**config.mk**
```make
export PLATFORM = sky130hd
export DESIGN_NAME = lru_key_value_cache_ttl_core
export DESIGN_NICKNAME = d
export VERILOG_FILES = /design/src/sv/lrukv_pkg.sv /design/src/sv/lrukv_store.sv /design/src/sv/lrukv_ctrl.sv /design/src/sv/lru_key_value_cache_ttl_core.sv
export SDC_FILE = /design/constraint.sdc
export NUM_CORES = 2
export LEC_CHECK = 0
export BUFFER_PORTS_ARGS = -buffer_cell sky130_fd_sc_hd__buf_2
export CAP_MARGIN = 40
export CORE_MARGIN = 2
export CORE_UTILIZATION = 45
export CTS_CLUSTER_SIZE = 28
export DETAILED_ROUTE_END_ITERATION = 7
export MAX_ROUTING_LAYER = met4
export PLACE_DENSITY = 0.69
export SETUP_SLACK_MARGIN = 0.05
export SYNTH_ARGS = -nofsm -noshare
export SYNTH_HDL_FRONTEND = slang
export SYNTH_SLANG_ARGS = --single-unit
```
**constraint.sdc**
```tcl
create_clock -name clk -period 31.3 [get_ports clk]
set_input_delay 1.565 -clock clk [delete_from_list [all_inputs] [get_ports clk]]
set_output_delay 1.565 -clock clk [all_outputs]
set_load 0.02 [all_outputs]
```
**src/sv/lrukv_pkg.sv**
```systemverilog
// ----------------------------------------------------------------------------
// lrukv_pkg
// shared types and constants of the lru key-value cache with ttl expiry
// ----------------------------------------------------------------------------
package lrukv_pkg;

    localparam int DEF_ENTRIES     = 16;
    localparam int DEF_KEY_WIDTH   = 64;
    localparam int DEF_VALUE_WIDTH = 64;
    localparam int ADDR_W          = 8;
    localparam logic [4:0] CAP_RESET = 5'd16;

    localparam logic [2:0] FN_GET    = 3'd0;
    localparam logic [2:0] FN_PUT    = 3'd1;
    localparam logic [2:0] FN_REMOVE = 3'd2;
    localparam logic [2:0] FN_EXPIRE = 3'd3;
    localparam logic [2:0] FN_TICK   = 3'd4;

    typedef enum logic [2:0] {
        ST_IDLE,
        ST_RD,
        ST_CHK,
        ST_ACT,
        ST_FIN
    } state_t;

    typedef struct packed {
        logic [2:0]  func;
        logic [63:0] key;
        logic [63:0] data_value;
        logic [15:0] ttl_seconds;
    } cmd_t;

    typedef struct packed {
        logic        ok;
        logic [63:0] read_value;
        logic        evicted;
        logic [4:0]  swept_count;
        logic [4:0]  occupancy;
        logic [31:0] hit_total;
        logic [31:0] miss_total;
        logic [31:0] eviction_total;
    } rsp_t;

    typedef struct packed {
        logic              key_we;
        logic              val_we;
        logic              exp_we;
        logic [ADDR_W-1:0] addr;
        logic [63:0]       key;
        logic [63:0]       value;
        logic [31:0]       expiry;
    } wr_t;

endpackage

```
**src/sv/lrukv_store.sv**
```systemverilog
// ----------------------------------------------------------------------------
// lrukv_store
// key, value and expiry memories with one write and one registered read port
// ----------------------------------------------------------------------------
module lrukv_store #(
    parameter int ENTRIES     = lrukv_pkg::DEF_ENTRIES,
    parameter int KEY_WIDTH   = lrukv_pkg::DEF_KEY_WIDTH,
    parameter int VALUE_WIDTH = lrukv_pkg::DEF_VALUE_WIDTH
) (
    input  logic                         clk,
    input  lrukv_pkg::wr_t               wr,
    input  logic [$clog2(ENTRIES)-1:0]   raddr,
    output logic [KEY_WIDTH-1:0]         key_q,
    output logic [VALUE_WIDTH-1:0]       val_q,
    output logic [31:0]                  exp_q
);
    import lrukv_pkg::*;

    localparam int IW = $clog2(ENTRIES);

    logic [KEY_WIDTH-1:0]   key_mem [ENTRIES];
    logic [VALUE_WIDTH-1:0] val_mem [ENTRIES];
    logic [31:0]            exp_mem [ENTRIES];

    always_ff @(posedge clk)
    begin
        if (wr.key_we)
        begin
            key_mem[wr.addr[IW-1:0]] <= wr.key[KEY_WIDTH-1:0];
        end
        if (wr.val_we)
        begin
            val_mem[wr.addr[IW-1:0]] <= wr.value[VALUE_WIDTH-1:0];
        end
        if (wr.exp_we)
        begin
            exp_mem[wr.addr[IW-1:0]] <= wr.expiry;
        end
    end

    always_ff @(posedge clk)
    begin
        key_q <= key_mem[raddr];
        val_q <= val_mem[raddr];
        exp_q <= exp_mem[raddr];
    end

endmodule

```
**src/sv/lrukv_ctrl.sv**
```systemverilog
// ----------------------------------------------------------------------------
// lrukv_ctrl
// command sequencer: scans slots one at a time through a shared compare unit,
// keeps valid, ttl and recency state, counters and the result word
// ----------------------------------------------------------------------------
module lrukv_ctrl #(
    parameter int ENTRIES     = lrukv_pkg::DEF_ENTRIES,
    parameter int KEY_WIDTH   = lrukv_pkg::DEF_KEY_WIDTH,
    parameter int VALUE_WIDTH = lrukv_pkg::DEF_VALUE_WIDTH
) (
    input  logic                         clk,
    input  logic                         rst_n,
    input  logic                         start,
    output logic                         busy,
    input  lrukv_pkg::cmd_t              cmd,
    input  logic                         cfg_we,
    input  logic [4:0]                   cfg_wdata,
    output logic                         done,
    output lrukv_pkg::rsp_t              rsp,
    output lrukv_pkg::wr_t               wr,
    output logic [$clog2(ENTRIES)-1:0]   raddr,
    input  logic [KEY_WIDTH-1:0]         key_q,
    input  logic [VALUE_WIDTH-1:0]       val_q,
    input  logic [31:0]                  exp_q
);
    import lrukv_pkg::*;

    localparam int IW = $clog2(ENTRIES);
    localparam int CW = $clog2(ENTRIES + 1);
    localparam logic [IW-1:0] LAST_IDX = IW'(ENTRIES - 1);

    state_t state_reg, state_next;
    cmd_t   cmd_reg, cmd_next;
    logic [IW-1:0] idx_reg, idx_next;
    logic hit_found_reg, hit_found_next;
    logic [IW-1:0] hit_idx_reg, hit_idx_next;
    logic hit_exp_reg, hit_exp_next;
    logic free_found_reg, free_found_next;
    logic [IW-1:0] free_idx_reg, free_idx_next;
    logic lru_found_reg, lru_found_next;
    logic [IW-1:0] lru_idx_reg, lru_idx_next;
    logic [IW-1:0] lru_rank_reg, lru_rank_next;
    logic [CW-1:0] swept_reg, swept_next;
    logic [CW-1:0] occ_reg, occ_next;
    logic [31:0] now_reg, now_next;
    logic [31:0] hit_cnt_reg, hit_cnt_next;
    logic [31:0] miss_cnt_reg, miss_cnt_next;
    logic [31:0] evc_cnt_reg, evc_cnt_next;
    logic [4:0]  cap_reg;
    logic [ENTRIES-1:0] valid_reg, valid_next;
    logic [ENTRIES-1:0] ttl_reg, ttl_next;
    logic [IW-1:0] rank_reg [ENTRIES];
    logic [IW-1:0] rank_next [ENTRIES];
    logic ok_reg, ok_next;
    logic ev_reg, ev_next;
    logic done_reg, done_next;
    rsp_t rsp_reg, rsp_next;

    logic          drop_en, touch_en, ins_en, evict_en;
    logic [IW-1:0] drop_idx, touch_idx, slot_idx;
    logic [4:0]    cap_z;
    logic [32:0]   exp_sum;
    logic          cur_v;

    assign busy  = (state_reg != ST_IDLE);
    assign done  = done_reg;
    assign rsp   = rsp_reg;
    assign cap_z = (cap_reg == 5'd0) ? 5'd1 : cap_reg;

    always_comb
    begin
        state_next      = state_reg;
        cmd_next        = cmd_reg;
        idx_next        = idx_reg;
        hit_found_next  = hit_found_reg;
        hit_idx_next    = hit_idx_reg;
        hit_exp_next    = hit_exp_reg;
        free_found_next = free_found_reg;
        free_idx_next   = free_idx_reg;
        lru_found_next  = lru_found_reg;
        lru_idx_next    = lru_idx_reg;
        lru_rank_next   = lru_rank_reg;
        swept_next      = swept_reg;
        occ_next        = occ_reg;
        now_next        = now_reg;
        hit_cnt_next    = hit_cnt_reg;
        miss_cnt_next   = miss_cnt_reg;
        evc_cnt_next    = evc_cnt_reg;
        valid_next      = valid_reg;
        ttl_next        = ttl_reg;
        rank_next       = rank_reg;
        ok_next         = ok_reg;
        ev_next         = ev_reg;
        done_next       = 1'b0;
        rsp_next        = rsp_reg;
        wr              = '0;
        raddr           = idx_reg;
        drop_en         = 1'b0;
        drop_idx        = idx_reg;
        touch_en        = 1'b0;
        touch_idx       = hit_idx_reg;
        ins_en          = 1'b0;
        evict_en        = 1'b0;
        slot_idx        = free_idx_reg;
        cur_v           = valid_reg[idx_reg];
        exp_sum         = {1'b0, now_reg} + 33'(cmd_reg.ttl_seconds);

        unique case (state_reg)
            ST_IDLE:
            begin
                if (start)
                begin
                    cmd_next        = cmd;
                    idx_next        = '0;
                    hit_found_next  = 1'b0;
                    hit_exp_next    = 1'b0;
                    free_found_next = 1'b0;
                    lru_found_next  = 1'b0;
                    swept_next      = '0;
                    ok_next         = 1'b0;
                    ev_next         = 1'b0;
                    if (cmd.func == FN_TICK && now_reg != '1)
                    begin
                        now_next = now_reg + 32'd1;
                    end
                    state_next = ST_RD;
                end
            end
            ST_RD:
            begin
                raddr      = idx_reg;
                state_next = ST_CHK;
            end
            ST_CHK:
            begin
                if (cmd_reg.func == FN_TICK)
                begin
                    if (cur_v && ttl_reg[idx_reg] && now_reg > exp_q)
                    begin
                        drop_en    = 1'b1;
                        drop_idx   = idx_reg;
                        swept_next = swept_reg + CW'(1);
                        occ_next   = occ_reg - CW'(1);
                    end
                end
                else
                begin
                    if (cur_v && key_q == cmd_reg.key[KEY_WIDTH-1:0] && !hit_found_reg)
                    begin
                        hit_found_next = 1'b1;
                        hit_idx_next   = idx_reg;
                        hit_exp_next   = ttl_reg[idx_reg] && (now_reg > exp_q);
                    end
                    if (!cur_v && !free_found_reg)
                    begin
                        free_found_next = 1'b1;
                        free_idx_next   = idx_reg;
                    end
                    if (cur_v && (!lru_found_reg || rank_reg[idx_reg] > lru_rank_reg))
                    begin
                        lru_found_next = 1'b1;
                        lru_idx_next   = idx_reg;
                        lru_rank_next  = rank_reg[idx_reg];
                    end
                end
                if (idx_reg == LAST_IDX)
                begin
                    state_next = ST_ACT;
                end
                else
                begin
                    idx_next   = idx_reg + IW'(1);
                    state_next = ST_RD;
                end
            end
            ST_ACT:
            begin
                raddr = hit_idx_reg;
                case (cmd_reg.func)
                    FN_GET:
                    begin
                        if (hit_found_reg && hit_exp_reg)
                        begin
                            drop_en       = 1'b1;
                            drop_idx      = hit_idx_reg;
                            occ_next      = occ_reg - CW'(1);
                            miss_cnt_next = miss_cnt_reg + 32'd1;
                        end
                        else if (hit_found_reg)
                        begin
                            touch_en     = 1'b1;
                            hit_cnt_next = hit_cnt_reg + 32'd1;
                            ok_next      = 1'b1;
                        end
                        else
                        begin
                            miss_cnt_next = miss_cnt_reg + 32'd1;
                        end
                    end
                    FN_PUT:
                    begin
                        if (hit_found_reg)
                        begin
                            wr.val_we             = 1'b1;
                            wr.addr               = ADDR_W'(hit_idx_reg);
                            wr.value              = cmd_reg.data_value;
                            ttl_next[hit_idx_reg] = 1'b0;
                            touch_en              = 1'b1;
                        end
                        else
                        begin
                            ins_en   = 1'b1;
                            evict_en = (32'(occ_reg) >= 32'(ENTRIES))
                                    || (32'(occ_reg) >= 32'(cap_z));
                            if (evict_en)
                            begin
                                slot_idx = (free_found_reg && free_idx_reg < lru_idx_reg)
                                         ? free_idx_reg : lru_idx_reg;
                                evc_cnt_next = evc_cnt_reg + 32'd1;
                                ev_next      = 1'b1;
                            end
                            else
                            begin
                                occ_next = occ_reg + CW'(1);
                            end
                            wr.key_we = 1'b1;
                            wr.val_we = 1'b1;
                            wr.addr   = ADDR_W'(slot_idx);
                            wr.key    = cmd_reg.key;
                            wr.value  = cmd_reg.data_value;
                        end
                    end
                    FN_REMOVE:
                    begin
                        if (hit_found_reg)
                        begin
                            drop_en  = 1'b1;
                            drop_idx = hit_idx_reg;
                            occ_next = occ_reg - CW'(1);
                            ok_next  = 1'b1;
                        end
                    end
                    FN_EXPIRE:
                    begin
                        if (hit_found_reg)
                        begin
                            ttl_next[hit_idx_reg] = 1'b1;
                            wr.exp_we = 1'b1;
                            wr.addr   = ADDR_W'(hit_idx_reg);
                            wr.expiry = exp_sum[32] ? '1 : exp_sum[31:0];
                            ok_next   = 1'b1;
                        end
                    end
                    default:
                    begin
                    end
                endcase
                state_next = ST_FIN;
            end
            ST_FIN:
            begin
                rsp_next.ok             = ok_reg;
                rsp_next.read_value     = (ok_reg && cmd_reg.func == FN_GET)
                                        ? 64'(val_q) : 64'd0;
                rsp_next.evicted        = ev_reg;
                rsp_next.swept_count    = 5'(swept_reg);
                rsp_next.occupancy      = 5'(occ_reg);
                rsp_next.hit_total      = hit_cnt_reg;
                rsp_next.miss_total     = miss_cnt_reg;
                rsp_next.eviction_total = evc_cnt_reg;
                done_next               = 1'b1;
                state_next              = ST_IDLE;
            end
            default:
            begin
                state_next = ST_IDLE;
            end
        endcase

        for (int j = 0; j < ENTRIES; j++)
        begin
            if (drop_en && valid_reg[j] && j != int'(drop_idx)
                && rank_reg[j] > rank_reg[drop_idx])
            begin
                rank_next[j] = rank_reg[j] - IW'(1);
            end
            if (touch_en && valid_reg[j] && j != int'(touch_idx)
                && rank_reg[j] < rank_reg[touch_idx])
            begin
                rank_next[j] = rank_reg[j] + IW'(1);
            end
            if (ins_en && valid_reg[j] && !(evict_en && j == int'(lru_idx_reg)))
            begin
                rank_next[j] = rank_reg[j] + IW'(1);
            end
        end
        if (drop_en)
        begin
            valid_next[drop_idx] = 1'b0;
            ttl_next[drop_idx]   = 1'b0;
            rank_next[drop_idx]  = '0;
        end
        if (touch_en)
        begin
            rank_next[touch_idx] = '0;
        end
        if (ins_en)
        begin
            if (evict_en)
            begin
                valid_next[lru_idx_reg] = 1'b0;
                ttl_next[lru_idx_reg]   = 1'b0;
                rank_next[lru_idx_reg]  = '0;
            end
            valid_next[slot_idx] = 1'b1;
            ttl_next[slot_idx]   = 1'b0;
            rank_next[slot_idx]  = '0;
        end
    end

    always_ff @(posedge clk or negedge rst_n)
    begin
        if (!rst_n)
        begin
            state_reg    <= ST_IDLE;
            occ_reg      <= '0;
            now_reg      <= '0;
            hit_cnt_reg  <= '0;
            miss_cnt_reg <= '0;
            evc_cnt_reg  <= '0;
            cap_reg      <= CAP_RESET;
            valid_reg    <= '0;
            ttl_reg      <= '0;
            done_reg     <= 1'b0;
            for (int j = 0; j < ENTRIES; j++)
            begin
                rank_reg[j] <= '0;
            end
        end
        else
        begin
            state_reg    <= state_next;
            occ_reg      <= occ_next;
            now_reg      <= now_next;
            hit_cnt_reg  <= hit_cnt_next;
            miss_cnt_reg <= miss_cnt_next;
            evc_cnt_reg  <= evc_cnt_next;
            valid_reg    <= valid_next;
            ttl_reg      <= ttl_next;
            done_reg     <= done_next;
            rank_reg     <= rank_next;
            if (cfg_we)
            begin
                cap_reg <= cfg_wdata;
            end
        end
    end

    always_ff @(posedge clk)
    begin
        cmd_reg        <= cmd_next;
        idx_reg        <= idx_next;
        hit_found_reg  <= hit_found_next;
        hit_idx_reg    <= hit_idx_next;
        hit_exp_reg    <= hit_exp_next;
        free_found_reg <= free_found_next;
        free_idx_reg   <= free_idx_next;
        lru_found_reg  <= lru_found_next;
        lru_idx_reg    <= lru_idx_next;
        lru_rank_reg   <= lru_rank_next;
        swept_reg      <= swept_next;
        ok_reg         <= ok_next;
        ev_reg         <= ev_next;
        rsp_reg        <= rsp_next;
    end

`ifndef NO_ASSERTIONS
    a_occ_matches_valid: assert property (@(posedge clk) disable iff (!rst_n)
        $countones(valid_reg) == int'(occ_reg))
        else $error("occupancy out of step with valid bits");

    a_done_when_idle: assert property (@(posedge clk) disable iff (!rst_n)
        done_reg |-> (state_reg == ST_IDLE))
        else $error("result word while sequencer busy");

    a_now_monotonic: assert property (@(posedge clk) disable iff (!rst_n)
        (state_reg != ST_IDLE) |=> (now_reg == $past(now_reg)))
        else $error("time moved during a command");

    a_ttl_needs_valid: assert property (@(posedge clk) disable iff (!rst_n)
        (ttl_reg & ~valid_reg) == '0)
        else $error("ttl set on an empty slot");
`endif

endmodule

```
**src/sv/lru_key_value_cache_ttl_core.sv**
```systemverilog
// ----------------------------------------------------------------------------
// lru_key_value_cache_ttl_core
// fully associative key-value cache with lru replacement and per-entry ttl
// ----------------------------------------------------------------------------
//  channel   signals                  handshake
//  command   cmd                      start & !busy
//  result    rsp                      done, one cycle, no back-pressure
//  config    cfg_wdata                cfg_we, capacity register
//
//  a command scans every slot in turn through one compare unit, each slot
//  a memory read then a check, followed by an action state and a finish state
//  rst_n clears valid, ttl and recency bits, time and counters at once
//  busy stays high from accept until the result word is driven
//  the result word is shown for one cycle and cannot be stalled
// ----------------------------------------------------------------------------
module lru_key_value_cache_ttl_core #(
    parameter int ENTRIES     = lrukv_pkg::DEF_ENTRIES,
    parameter int KEY_WIDTH   = lrukv_pkg::DEF_KEY_WIDTH,
    parameter int VALUE_WIDTH = lrukv_pkg::DEF_VALUE_WIDTH
) (
    input  logic            clk,
    input  logic            rst_n,
    input  logic            start,
    output logic            busy,
    input  lrukv_pkg::cmd_t cmd,
    input  logic            cfg_we,
    input  logic [4:0]      cfg_wdata,
    output logic            done,
    output lrukv_pkg::rsp_t rsp
);
    import lrukv_pkg::*;

    wr_t                       wr;
    logic [$clog2(ENTRIES)-1:0] raddr;
    logic [KEY_WIDTH-1:0]      key_q;
    logic [VALUE_WIDTH-1:0]    val_q;
    logic [31:0]               exp_q;

    lrukv_store #(
        .ENTRIES     (ENTRIES),
        .KEY_WIDTH   (KEY_WIDTH),
        .VALUE_WIDTH (VALUE_WIDTH)
    ) u_store (
        .clk   (clk),
        .wr    (wr),
        .raddr (raddr),
        .key_q (key_q),
        .val_q (val_q),
        .exp_q (exp_q)
    );

    lrukv_ctrl #(
        .ENTRIES     (ENTRIES),
        .KEY_WIDTH   (KEY_WIDTH),
        .VALUE_WIDTH (VALUE_WIDTH)
    ) u_ctrl (
        .clk       (clk),
        .rst_n     (rst_n),
        .start     (start),
        .busy      (busy),
        .cmd       (cmd),
        .cfg_we    (cfg_we),
        .cfg_wdata (cfg_wdata),
        .done      (done),
        .rsp       (rsp),
        .wr        (wr),
        .raddr     (raddr),
        .key_q     (key_q),
        .val_q     (val_q),
        .exp_q     (exp_q)
    );

endmodule
```
# Word level (Yosys, flattened, before mapping)
# Memory sizes are Yosys's and may differ from the RTL's. A register that Yosys moved wholly into a read port is not among the register bits.
# Index checks and enable logic that the tools add are counted.
totals:
  ram_bits: 2560
  regBits: 588
  n_memories: 3
  in_bits: 156
  elab_cells: 644
op_classes:
  n_lt_le_gt_ge: 55
  add_sub_neg: 41
  n_bitwise: 28
  eq_ne: 76
  n_mux: 179
  reduce_logical: 212
memory_table:
  columns: ["name", "depth", "word_bits", "read_ports", "rd_clocked_by_memory_dff", "write_ports", "line_no", "rtl"]
  rows:
  - ["u_store.key_mem", 16, 64, 1, 1, 1, "lrukv_store.sv:21", "logic [KEY_WIDTH-1:0] key_mem [ENTRIES];"]
  - ["u_store.val_mem", 16, 64, 1, 1, 1, "lrukv_store.sv:22", "logic [VALUE_WIDTH-1:0] val_mem [ENTRIES];"]
  - ["u_store.exp_mem", 16, 32, 1, 1, 1, "lrukv_store.sv:23", "logic [31:0] exp_mem [ENTRIES];"]
ops:
  columns: ["op", "n"]
  rows:
  - ["$mux W64", 6]
  - ["$mux W4", 70]
  - ["$and A64 B64 Y64", 4]
  - ["$not A64 Y64", 4]
  - ["$mux W16", 11]
  - ["$mux W171", 1]
  - ["$logic_and A1 B1 Y1", 163]
  - ["$mux W32", 5]
  - ["$add A32 B1 Y32 const B", 4]
  - ["$mux W128", 1]
  - ["$and A16 B16 Y16", 6]
  - ["$add A4 B1 Y4 const B", 17]
  - ["$gt A4 B4 Y1", 17]
  - ["$lt A4 B4 Y1", 17]
  - ["$demux W4 S4", 4]
  - ["$eq A64 B64 Y1", 1]
  - ["$ne A4 B4 Y1 const A", 16]
  - ["$not A16 Y16", 4]
  - ["$sub A4 B1 Y4 const B", 16]
  - ["$mux W5", 10]
  - ["$bmux W4 S4", 3]
  - ["$mux W1", 40]
  - ["$add A32 B16 Y33", 1]
  - ["$eq A4 B4 Y1 const A", 8]
  - ["other kinds (53)", 162]

# Logic depth before layout (Yosys ltp)
logic_depth:
  word_depth: 22
  ltp_mapped: 19
  ltp_nobuf: 15

# Hierarchy
# Synthesis repeated with hierarchy kept, for this count alone.
unflattened:
  cells_unflattened: 7247
  hier_area_um2: 132592.2
by_module_without_submodules:
  columns: ["mod", "seq_area_each_um2", "cells_each", "area_each_um2", "instances"]
  rows:
  - ["lrukv_store", 80076.8, 4252, 99411.6, 1]
  - ["lrukv_ctrl", 16467.0, 2995, 33180.6, 1]

# Worst setup path after synthesis
# Ideal clock, no wire load.
synth_path:
  path_kind: "register to register"
  start: "register u_ctrl.state_reg[0]"
  end: "register u_ctrl.done_reg (netlist: u_ctrl.done)"
  setup_time_ns: 1.388
  path_stages_with_launch: 2
  synth_period_minus_slack_ns: 14.346
  slack_ns: 16.954
  t_arrival_ns: 12.958
  cell_sequence: "dfrtp_1 > nor3b_1"
synth_between:
  elab_chain_len: 2
synth_lines:
  columns: ["element", "line_no", "rtl"]
  rows:
  - ["from (decl)", "lrukv_ctrl.sv:32", "state_t state_reg, state_next;"]
  - ["from (signal assigned)", "lrukv_ctrl.sv:342", "state_reg <= state_next;"]
  - ["$eq A3 B3 Y1", "lrukv_ctrl.sv:108", "unique case (state_reg)"]
  - ["$mux W1", "lrukv_ctrl.sv:108", null]
  - ["named net u_ctrl.done_next", "lrukv_ctrl.sv:56", "logic done_reg, done_next;"]
  - ["to (signal assigned)", "lrukv_ctrl.sv:350", "done_reg <= done_next;"]
  - ["to (decl)", "lrukv_ctrl.sv:56", null]
# The timed path passes the listed nets, and every way through them passes these cells.
# A chain may end at the register's enable or synchronous reset.

# Worst setup path in the final report
layout_path:
  start: "register u_ctrl.state_reg[1]"
  end: "register u_store.val_q[14] (read register of u_store.val_mem)"
layout_between:
  elab_chain_len: 2
layout_lines:
  columns: ["element", "line_no", "rtl"]
  rows:
  - ["$eq A3 B2 Y1", "lrukv_ctrl.sv:108", null]
  - ["$mux W4", "lrukv_ctrl.sv:108", null]
  - ["to (decl)", "lrukv_store.sv:14", "output logic [VALUE_WIDTH-1:0] val_q,"]
# Every way passes these cells.

==> results.sh <==
export IMPL_worstHoldPathType="reg -> reg"
export IMPL_cpPeakStageDelay_ns=0.68
export IMPL_insertion_delay_ns=0.91
export IMPL_outcome="complete, no violations"
export IMPL_crit_path_cell_trace="and3b_1 -> mux2i_4 -> buf_4 -> buf_16 -> buf_4 -> buf_4 -> buf_16 -> buf_4 -> buf_4 -> buf_16 -> mux4_2 -> and2_1 -> a211oi_1 -> a31oi_1"
export IMPL_grt_pass1_wl_mm=479
export IMPL_maxSlewHeadroom_pct=25.9
export IMPL_avgSynthCellArea_sq_um=18.2
export IMPL_htreeDepth=5
export IMPL_cts_root_buf="clkbuf_16"
export IMPL_final_cell_mix="edfxtp_1 (2910), mux4_2 (703), nand2_1 (524), and2_1 (383), clkbuf_16 (343)"
export IMPL_cts_buffers=332
export IMPL_postPlaceCellArea_sq_um=141000
export IMPL_post_cts_buffers=0
export IMPL_critPathCaptureType="register"
export IMPL_place_congestion=0.928
export IMPL_port_buffers=329
export IMPL_area_delta_synth_final_pct=14.4
export IMPL_fp_dieW_um=547
export IMPL_synth_distinct_cells=94
export IMPL_fin_setup_tns_ns=0
export IMPL_path_buf_inv=8
export IMPL_final_common_cell="edfxtp_1"
export IMPL_grt_total_usage_pct=22.0
export IMPL_overflow=0
export IMPL_initialDrtViolationCount=8797
export IMPL_yosysSeqAreaShare_pct=72.9
export IMPL_vias=71400
export IMPL_rows=199
export IMPL_synth_main_ff_cell="edfxtp_1"
export IMPL_clockBufferDepth=4
export IMPL_synth_seq_cells=3308
export IMPL_path_clk_slew_ns=0.06
export IMPL_finalHoldViolCount=0
export IMPL_async_flop_share_pct=7.19
export IMPL_clock_skew_ns=0.109
export IMPL_cts_hold_buf=0
export IMPL_drive_gt1_share_pct=23.2
export IMPL_powerDensity_nw_per_um2=77.6
export IMPL_coreArea_sq_um=294000
export IMPL_wirelength_mm=326
export IMPL_hpwlAfterDp_mm=182
export IMPL_drt_first_pass_iters=7
export IMPL_final_nets=8191
export IMPL_cp_slowest_cell="and3b_1"
export IMPL_synth_fp_nets=7650
export IMPL_drcViolationCount=0
export IMPL_die_h_um=547
export IMPL_fmax_mhz=168
export IMPL_grt_pass1_vias=72000
export IMPL_maxSlewViolCount=0
export IMPL_clock_sinks=3308
export IMPL_drv_cap=0
export IMPL_worst_pin_slew_ns=1.11
export IMPL_crit_type="reg -> reg"
export IMPL_antenna_found_initial=13
export IMPL_cpMostUsedCell="buf_4"
export IMPL_final_cell_area_sq_um=152000
export IMPL_cp_max_fo=41
export IMPL_startpoint_type="register"
export IMPL_dieArea_sq_um=299000
export IMPL_wl_per_cell_um=27.1
export IMPL_fin_crit_sh_pct=19.0
export IMPL_cts_tree="done"
export IMPL_cp_top_family="buffers and inverters"
export IMPL_ios=330
export IMPL_power_uw=11800
export IMPL_holdWs_ns=0.451
export IMPL_routed_via_density=5.94
export IMPL_yosysWarnings=0
export IMPL_grt_start_max_net_pins=162
export IMPL_synth_edf_count=2910
export IMPL_final_antenna_net_count=0
export IMPL_cts_resized_gates=0
export IMPL_worstPathRequired_ns=31.98
export IMPL_synthCells=7281
export IMPL_utilization_pct=51.6
export IMPL_syn_area_sq_um=133000
export IMPL_arrival_ns=6.64
export IMPL_min_period_ns=5.96
export IMPL_p_leak_uw=0.0529
export IMPL_start_util_pct=45.1
export IMPL_rsz0062_at_grt="false"
export IMPL_setup_viol=0
export IMPL_max_vdd_ir_drop_mv=0.0808
[where the power goes]
| part | switching, uW | total, uW | internal (uW) | leakage, uW |
|---|---|---|---|---|
| combinational | 1530 | 2620 | 1100 | 0.0146 |
| sequential | 129 | 5120 | 5000 | 0.0330 |
| clock | 1660 | 4010 | 2350 | 0.00536 |
[cell usage after synthesis, types with 6 or more instances]
library cell,n,area share [%]
edfxtp_1,2910,66
mux4_2,703,12
nand2_1,524,1.5
and2_1,384,1.8
dfrtp_1,237,4.5
clkbuf_1,219,0.62
ha_1,212,2.0
a31oi_1,195,0.92
a211oi_1,193,1.1
nor2_1,184,0.52
dfxtp_1,160,2.4
xnor2_1,145,0.96
inv_1,135,0.38
a21oi_1,107,0.40
nand3_1,103,0.39
xor2_1,103,0.68
buf_2,96,0.36
nand4_1,81,0.38
o21ai_0,57,0.22
nor2b_1,42,0.20
and3_1,38,0.18
nor3_1,33,0.12
nand2b_1,32,0.15
buf_1,31,0.088
or2_2,28,0.13
and4_1,27,0.18
nor4_1,27,0.13
a32oi_1,17,0.11
o211ai_1,15,0.085
o21a_1,14,0.079
a22oi_1,13,0.074
a31o_2,12,0.079
mux2i_1,11,0.083
a211o_1,10,0.066
o41ai_1,10,0.066
or3_1,10,0.047
a2111oi_0,9,0.059
a21o_1,9,0.051
a311oi_1,9,0.059
o22ai_1,8,0.038
nand3b_1,7,0.040
nor4b_1,7,0.046
o21ai_1,7,0.026
nor3b_1,6,0.034
[cell families (layout without fill, tap and decap cells)]
kind of cell	count (synthesis)	count (layout)	share of synthesized area (%)
flip-flops	3308	3308	72.9
AND/OR/NAND/NOR	1560	1560	6.04
AO/OA/AOI/OAI	747	747	3.88
multiplexers	719	719	12.1
buffers and inverters	486	1295	1.49
XOR/XNOR	248	248	1.64
adder cells (fa/ha/maj)	213	213	2.02
other	0	8	0
[stage by stage]
step           std cells  setup slack, ns
2_1_floorplan       7281            16.95
3_3_place_gp       11300            24.09
3_5_place_dp       11400            25.19
4_1_cts            12000            25.18
5_1_grt            12000            24.80
6_report           12000            25.34
[final timing paths]
path / endpoint / cells past startpoint / slack [ns] / from
setup / recovery: u_store.val_q[14]$_DFF_P_ / 14 / 25.34 / u_ctrl.state_reg[1]$_DFFE_PN0P_
hold / removal: u_ctrl.rsp[62]$_DFFE_PP_ / 0 / 0.45 / u_ctrl.miss_cnt_reg[30]$_DFFE_PN0P_
setup reg to reg: u_store.val_q[14]$_DFF_P_ / 14 / 25.34 / u_ctrl.state_reg[1]$_DFFE_PN0P_
hold reg to reg: u_ctrl.rsp[62]$_DFFE_PP_ / 0 / 0.45 / u_ctrl.miss_cnt_reg[30]$_DFFE_PN0P_
max in group asynchronous: u_ctrl.miss_cnt_reg[22]$_DFFE_PN0P_ / 3 / 28.55 / rst_n
min in group asynchronous: u_ctrl.now_reg[11]$_DFFE_PN0P_ / 1 / 0.72 / rst_n
[worst reg2reg max path, cell delays in order (launching register included)]
cell	delay, ns
dfrtp_1	0.50
and3b_1	0.69
mux2i_4	0.40
buf_4	0.19
buf_16	0.28
buf_4	0.68
buf_4	0.47
buf_16	0.30
buf_4	0.47
buf_4	0.46
buf_16	0.30
mux4_2	0.54
and2_1	0.17
a211oi_1	0.28
a31oi_1	0.08
[layout make-up]
type / instances / area, sq um
Inverter: 135 / 517
Timing Repair Buffer: 558 / 4160
Fill cell: 23000 / 142000
Clock buffer: 423 / 9030
Sequential cell: 3308 / 96500
Multi-Input combinational cell: 3487 / 34500
Tap cell: 3919 / 4900
Antenna cell: 8 / 20.0
Clock inverter: 179 / 1950
[metal layers]
metal,share of wire (%),vias to the layer above,global-route usage (%),wire [um]
li1,-,30200,-,-
met1,42,37400,31.4,138000
met2,47,3297,33.6,153000
met3,8.0,592,3.22,26200
met4,2.6,0,5.65,8430
met5,0,-,-,0
Note: power is estimated with default switching activity, not from simulation.
